File: src/rtl/core/nes_pkg.sv
// shared types, constants and lookup functions for the neuron euler step unit
// used by nes_exp2 and neuron_euler_step_unit; depends on nothing else
package nes_pkg;

   localparam int FRAC_BITS = 24;
   localparam int STATE_COUNT = 4;
   localparam int TERM_COUNT = 8;

   // exp2 result limit
   localparam logic [30:0] EXP_MAX = 31'h7fff_ffff;

   // configuration register indexes
   localparam logic [2:0] REG_SODIUM = 3'd0;
   localparam logic [2:0] REG_POTASSIUM = 3'd1;
   localparam logic [2:0] REG_LEAK = 3'd2;
   localparam logic [2:0] REG_SATURATION = 3'd3;
   localparam logic [2:0] REG_GATE = 3'd4;
   localparam logic [2:0] REG_TIME_STEP = 3'd5;

   // sequencer states
   typedef enum logic [3:0] {
      ST_IDLE,
      ST_LOAD,
      ST_OPX,
      ST_OPE1,
      ST_OPE2,
      ST_OPM,
      ST_OPW,
      ST_MAC,
      ST_DT0,
      ST_DT1,
      ST_DT2,
      ST_DT3,
      ST_OUT
   } state_type;

   // 23.253 offset in q11.24
   localparam logic signed [34:0] SAT_OFFSET = 35'sd390120604;

   // state values after reset
   function automatic logic signed [31:0] reset_value(input logic [1:0] idx);
      logic signed [31:0] v;
      unique case (idx)
         2'd0: v = -32'sd47494621;
         2'd1: v = 32'sd35804257;
         2'd2: v = -32'sd74339844;
         2'd3: v = -32'sd74339844;
      endcase
      return v;
   endfunction

   // 2^(k/16) with 20 fraction bits
   function automatic logic [21:0] exp_tab(input logic [4:0] k);
      logic [21:0] v;
      unique case (k)
         5'd0: v = 22'd1048576;
         5'd1: v = 22'd1095000;
         5'd2: v = 22'd1143480;
         5'd3: v = 22'd1194106;
         5'd4: v = 22'd1246974;
         5'd5: v = 22'd1302182;
         5'd6: v = 22'd1359835;
         5'd7: v = 22'd1420040;
         5'd8: v = 22'd1482910;
         5'd9: v = 22'd1548564;
         5'd10: v = 22'd1617125;
         5'd11: v = 22'd1688722;
         5'd12: v = 22'd1763488;
         5'd13: v = 22'd1841564;
         5'd14: v = 22'd1923097;
         5'd15: v = 22'd2008240;
         default: v = 22'd2097152;
      endcase
      return v;
   endfunction

   // derivative coefficient matrix, 20 fraction bits
   function automatic logic signed [28:0] rom(input logic [1:0] i, input logic [2:0] j);
      logic signed [28:0] v;
      unique case ({i, j})
         5'd0: v = 29'sd74224;
         5'd1: v = 29'sd21199;
         5'd2: v = 29'sd1394;
         5'd3: v = 29'sd2503762;
         5'd4: v = -29'sd25054180;
         5'd5: v = -29'sd9464707;
         5'd6: v = 29'sd141737;
         5'd7: v = -29'sd243384;
         5'd8: v = 29'sd74224;
         5'd9: v = 29'sd21199;
         5'd10: v = 29'sd1394;
         5'd11: v = 29'sd2503762;
         5'd12: v = -29'sd25054180;
         5'd13: v = -29'sd9464707;
         5'd14: v = 29'sd430617;
         5'd15: v = -29'sd243384;
         5'd16: v = 29'sd73044;
         5'd17: v = 29'sd20863;
         5'd18: v = 29'sd1372;
         5'd19: v = 29'sd4590230;
         5'd20: v = -29'sd45932664;
         5'd21: v = -29'sd9314320;
         5'd22: v = 29'sd139485;
         5'd23: v = 29'sd446204;
         5'd24: v = 29'sd68479;
         5'd25: v = 29'sd19559;
         5'd26: v = 29'sd1286;
         5'd27: v = 29'sd21587990;
         5'd28: v = -29'sd216022709;
         5'd29: v = -29'sd8732175;
         5'd30: v = 29'sd130767;
         5'd31: v = 29'sd24784587;
      endcase
      return v;
   endfunction

   // clamp to the signed 32 bit range
   function automatic logic signed [31:0] sat32(input logic signed [65:0] v);
      logic signed [31:0] r;
      if (v > 66'sd2147483647) begin
         r = 32'sh7fff_ffff;
      end else if (v < -66'sd2147483648) begin
         r = 32'sh8000_0000;
      end else begin
         r = v[31:0];
      end
      return r;
   endfunction

endpackage

File: src/rtl/core/nes_exp2.sv
// two stage base-2 exponential: table lookup with interpolation, then shift
// depends on nes_pkg
module nes_exp2 (
   input  logic               clock,
   input  logic signed [34:0] x,
   output logic        [30:0] e
);

   logic signed [10:0] n_ff, n_in;
   logic [21:0] m_ff, m_in;
   logic [30:0] e_ff, e_in;

   // stage one: mantissa from table and linear interpolation
   always_comb begin
      logic [4:0] k;
      logic [21:0] lo, hi;
      logic [16:0] diff;
      logic [36:0] prod;
      k = {1'b0, x[23:20]};
      lo = nes_pkg::exp_tab(k);
      hi = nes_pkg::exp_tab(k + 5'd1);
      diff = 17'(hi - lo);
      prod = 37'(diff) * 37'(x[19:0]);
      m_in = lo + 22'(prod >> 20);
      n_in = x[34:24];
   end

   // stage two: scale by the integer part, saturate or flush
   always_comb begin
      logic signed [11:0] sh;
      logic [32:0] v;
      logic [4:0] rs;
      sh = 12'(n_ff) + 12'sd4;
      v = 33'(m_ff) << sh[3:0];
      rs = 5'(-sh);
      if (sh >= 12'sd11) begin
         e_in = nes_pkg::EXP_MAX;
      end else if (sh >= 12'sd0) begin
         e_in = (v > 33'(nes_pkg::EXP_MAX)) ? nes_pkg::EXP_MAX : v[30:0];
      end else if (sh <= -12'sd21) begin
         e_in = '0;
      end else begin
         e_in = 31'(m_ff >> rs);
      end
   end

   always_ff @(posedge clock) begin
      n_ff <= n_in;
      m_ff <= m_in;
      e_ff <= e_in;
   end

   assign e = e_ff;

endmodule

File: config.mk
export PLATFORM = sky130hd
export DESIGN_NAME = nes_exp2
export DESIGN_NICKNAME = d
export VERILOG_FILES = /design/src/rtl/core/nes_pkg.sv /design/src/rtl/core/nes_exp2.sv
export SDC_FILE = /design/constraint.sdc
export NUM_CORES = 1
export LEC_CHECK = 0
export BUFFER_PORTS_ARGS = -buffer_cell sky130_fd_sc_hd__buf_4
export CORE_ASPECT_RATIO = 0.75
export CORE_MARGIN = 3
export CORE_UTILIZATION = 58
export CTS_BUF_LIST = sky130_fd_sc_hd__clkbuf_8
export DETAILED_ROUTE_END_ITERATION = 10
export PLACE_DENSITY = 0.75
export SYNTH_ARGS = -nofsm -noshare
export SYNTH_HDL_FRONTEND = slang
export SYNTH_SLANG_ARGS = --single-unit
export TNS_END_PERCENT = 30
File: constraint.sdc
create_clock -name clock -period 22 [get_ports clock]
set_input_delay 4.4 -clock clock [delete_from_list [all_inputs] [get_ports clock]]
set_output_delay 4.4 -clock clock [all_outputs]
set_load 0.01 [all_outputs]
; ---- Yosys cells after proc, flatten, opt, wreduce, memory -nomap -nowiden
; Memory sizes are Yosys's and may differ from the RTL's.
; Index checks and enable logic that the tools add are counted.
[word_totals]
register_bits = 64
mem_bits_ro = 640
input_bits = 36
output_inout_bits = 31
wordCells = 21
mem_count = 2
[op_classes]
addsub = 5
n_mul = 1
order_cmp = 4
shifts = 2
mux = 4
[memory_table]
columns = memory, depth, width, rd, rd_clocked_by_memory_dff, write_ports, line_no
row1 = (name not given), 16, 20, 1, 0, 0, nes_pkg.sv:55  ; unique case (k)
row2 = (name not given), 16, 20, 1, 0, 0, nes_pkg.sv:55
[op_table]
columns = operator, n
row1 = $mux 31, 3
row2 = $mul 17x20->37, 1
row3 = $gt 33x31->1 const B, 1
row4 = $shl 22x4->33, 1
row5 = $shr 22x5->31, 1
row6 = $add 22x17->22, 1
row7 = $mux 17, 1
row8 = $sub 17x17->17, 1
row9 = $add 11x4->12 const B, 1
row10 = $ge 12x1->1 const B, 1
row11 = $ge 12x5->1 const B, 1
row12 = $le 12x6->1 const B, 1
row13 = $add 4x1->5 const B, 1
row14 = $neg 5->5, 1

; ---- Depth between registers and ports, before layout
; An unclocked memory read counts as a cell.
[depth]
ltp_word = 6
ltp_mapped = 48
mapped_depth_nobuf = 43

; ---- Worst setup path after synthesis
; No wires, ideal clock.
[synth_path]
path_kind = input port to flip-flop
from = input x[23]
to = register m_ff[19]
setup_ns = 0.119
arrival_ns = 14.673
required_time_ns = 21.881
path_slack_ns = 7.208
path_stages = 41
n_path_buf = 3
cell_sequence = clkbuf_1 -> clkbuf_1 -> xor2_1 -> nand2_1 -> o22a_1 -> nor2_1 -> ha_1 -> nor2b_1 -> o31a_2 -> o32ai_4 -> o221ai_2 -> and4_4 -> or4_4 -> buf_6 -> and2_4 -> fa_1 -> inv_1 -> fa_1 -> [5 not listed] -> fa_1 -> inv_1 -> ha_1 -> nand4_1 -> a21oi_1 -> a2111o_1 -> a211o_1 -> a31o_2 -> a21oi_1 -> xnor2_1 -> ha_1 -> o21ai_0 -> nor2_1 -> a31oi_1 -> o211ai_1 -> o41ai_1 -> nor2_1 -> xnor2_1
[synth_via]
elab_chain_cells = 6
word_cells_on_any_way = 7
classes_between = add/sub (3) / mul (1) / mux (1) / memory (2)
[synth_lines]
columns = item, line_no
row1 = from (decl), nes_exp2.sv:5  ; input logic signed [34:0] x,
row2 = $add 4x1->5, nes_exp2.sv:21  ; hi = nes_pkg::exp_tab(k + 5'd1);
row3 = $mem_v2 16x20, --
row4 = $mux 17, nes_pkg.sv:55
row5 = $sub 17x17->17, nes_exp2.sv:22  ; diff = 17'(hi - lo);
row6 = $mul 17x20->37, nes_exp2.sv:23  ; prod = 37'(diff) * 37'(x[19:0]);
row7 = $add 22x17->22 (*), nes_exp2.sv:24  ; m_in = lo + 22'(prod >> 20);
row8 = via m_in[19], nes_exp2.sv:10  ; logic [21:0] m_ff, m_in;
row9 = to (signal assigned), nes_exp2.sv:49  ; m_ff <= m_in;
row10 = to (decl), nes_exp2.sv:10
; The timed path passes the listed nets; every way through them passes the cells marked *.
; A chain may end at the register's enable or synchronous reset.

; ---- Worst setup path in the final report
[layout_path]
from = input x[22]
to = register m_ff[20]
; Same word-level chain as after synthesis.

==> results.yml <==
place:
  io_buffer_count: 66
  dpl.hpwl_mm: 39.4
  gp_congestion: 0.990
global_routing:
  global_route.peak_usage_layer: "met2"
  number_of_antenna_violations_at_the_first_check_in_global_routing: 0
  grt_util_met1: 0.443
  use_met2: 0.457
  grt_max_degree: 60
  global_route.usage.total: 0.303
  globalRoute.totalOverflow: 0
  first_pass_grt_wire_length_mm: 83.5
  first_global_vias: 16300
  met3_usage: 0.0703
clock_network:
  worst_setup_hold_path_clk_slew_ns: 0.07
  cts-root-buf: "clkbuf_8"
  cts_setup_buffers: 0
  number_of_levels_the_h_tree_was_split_into: 3
  cts_resized: 0
  number_of_clock_sinks: 64
  max-clock-path-buffers: 2
  cts_made_buffers: 9
  holdBufCountCts: 0
  worstSkewPairLatency_ns: 0.36
  tritoncts_clock_tree: "done"
cells_and_area:
  most-common-layout-cells: "inv_1 (387), nand2_1 (360), fa_1 (269), ha_1 (159), a21oi_1 (117)"
  final_common_cell: "inv_1"
  final.fill_count: 2722
  layout-area-overhead-vs-synth_pct: 3.87
  design.final.nets: 2763
  final_layout_size_suffix_gt1_frac: 0.0708
floorplanning:
  io-pin-count: 67
  die_area_um2: 34100
  die_width_um: 212
  initial_core_util: 0.602
  placeableCoreArea_um2: 30800
  floorplan.die.height_um: 161
  std_cell_rows: 55
worst_setup_path:
  worst_setup_path_start_kind: "primary input"
  cp_data_required_time_ns: 22.28
  cp-end-kind: "flop"
  timing.critical_path.max_delay_family: "adder cells"
  timing.critical_path.mode_cell: "fa_1"
  crit_slowest_cell: "or4_4"
  critical_path.n_buffers_inverters: 5
  crit_type: "in -> reg"
  worstPathArrival_ns: 16.14
  path_max_fanout: 37
  cpPeakStageDelay_ns: 0.71
timing:
  worst_slew_margin_rel: 0.190
  slew_violations: 0
  fmax_mhz: 63.0
  setup_violations: 0
  final.setup_skew_ns: 0.0127
  worst_slew_pin_slew_ns: 1.21
  grt_setup_unrepaired: "false"
  finalWorstPathRequiredPeriod_ns: 15.87
  hold_viol_final: 0
  fin_setup_tns_ns: 0
  timing.final.crit_share: 0.721
detailed_routing:
  drtAntennaViolNets: 0
  post_drt_wl_per_cell_um: 18.7
  drtPass1Iterations: 7
  postRouteWirelength_mm: 50.4
  drc: 0
  via_count: 16300
  detailedRoute.firstIterationViolations: 1616
  detail_route.vias_per_cell: 6.02
synth:
  synth_nets: 2818
  synth-warning-count: 0
  ys.flop_type: "dfxtp_1"
  fraction_of_synthesis_flops_using_an_asynchronous_set_or_reset_pin: 0
  synth_cell_type_count: 77
  synth.cell_area_um2: 18500
  mean_area_per_synthesized_cell_um2: 7.86
  synth-seq-area-share: 0.0692
  synth-edff-count: 0
  flip_flop_and_latch_count_after_synthesis: 64
  syn-instance-count: 2354
worst_hold_path:
  timing.hold.worst.class: "reg -> reg"
status:
  outcome: "finished, final reports clean"
job:
  maxCapViolCount: 0
## sequential cells by signal, summed over array words and instances, names as in the netlist
| signal | count |
|---|---|
| m_ff | 22 |
| n_ff | 11 |
| e | 31 |
## cell type report
class                      count  area [um2]  share of cell area
multi-input combinational   1743       15100               0.787
inverter                     391        1470              0.0763
sequential                    64        1280              0.0667
timing repair buffer          90         676              0.0351
tap                          399         499              0.0260
clock buffer                  11         151             0.00787
clock inverter                 4        21.3             0.00111
antenna                        1        2.50            0.000130
## Yosys cell counts, types with 9 or more instances
| library cell | instances | share of area |
|---|---|---|
| o21a_1 | 13 | 0.0053 |
| and3_1 | 15 | 0.0051 |
| a211oi_1 | 21 | 0.0085 |
| nand3_1 | 37 | 0.010 |
| o211ai_1 | 11 | 0.0045 |
| o31ai_1 | 10 | 0.0041 |
| a31oi_1 | 38 | 0.013 |
| nand2_1 | 360 | 0.073 |
| a21o_1 | 25 | 0.010 |
| nor3b_1 | 21 | 0.0085 |
| nand4b_1 | 11 | 0.0052 |
| and2_4 | 12 | 0.0057 |
| or4_1 | 10 | 0.0041 |
| nor2_1 | 109 | 0.022 |
| xnor2_1 | 39 | 0.018 |
| inv_1 | 386 | 0.078 |
| and2_1 | 93 | 0.031 |
| o22ai_1 | 17 | 0.0057 |
| nand4_1 | 23 | 0.0078 |
| dfxtp_1 | 64 | 0.069 |
| ha_1 | 159 | 0.11 |
| o21ai_0 | 85 | 0.023 |
| mux2i_1 | 45 | 0.024 |
| mux2_2 | 10 | 0.0061 |
| a21oi_1 | 117 | 0.032 |
| nor3_1 | 18 | 0.0049 |
| mux4_2 | 13 | 0.016 |
| clkbuf_1 | 138 | 0.028 |
| nand2b_1 | 28 | 0.0095 |
| xor2_1 | 17 | 0.0080 |
| o21bai_1 | 9 | 0.0036 |
| nor2b_1 | 21 | 0.0071 |
| fa_1 | 269 | 0.29 |
## tightest hold or removal path, delay by kind of cell, from the launching register on
| kind | cells | cell delay [ns] |
|---|---|---|
| flops | 1 | 0.34 |
| compound gates | 1 | 0.15 |
| simple gates | 2 | 0.18 |
## through the flow
stage / area (um2) / cells / hold slack [ns] / setup WS, ns / utilization
floorplan: 18500 / 2354 / 0.624 / 7.21 / -
global placement: 19100 / 2687 / 0.685 / 6.10 / 0.619
detailed placement: 19100 / 2687 / 0.698 / 5.90 / 0.619
CTS: 19200 / 2702 / 0.719 / 6.22 / 0.625
global route: 19200 / 2702 / 0.759 / 5.29 / 0.625
finish: 19200 / 2703 / 0.726 / 6.13 / 0.625
## per-layer routing
layer / part of all wire / vias up
met5: 0 / -
met4: 0.023 / 0
met3: 0.10 / 98
met2: 0.44 / 777
met1: 0.44 / 7874
li1: - / 7515
## cells by family after synthesis
logic type	count (synthesis)	synth area share
mux	68	0.0462
simple gates	781	0.204
compound gates	410	0.142
buf+inv	547	0.114
xor+xnor	56	0.0265
flops	64	0.0692
fa+ha+maj	428	0.398
## final timing paths
kind,from,to,slack (ns),depth (start not counted)
worst max register to register,n_ff[2],e[3],16.70,9
worst max-delay path,x[22],m_ff[20],6.13,41
worst min-delay path,n_ff[10],e[3],0.73,3
worst min register to register,n_ff[10],e[3],0.73,3
Power is not shown: default switching activity piles up to over one toggle a cycle in this logic, so the estimate is an artifact.
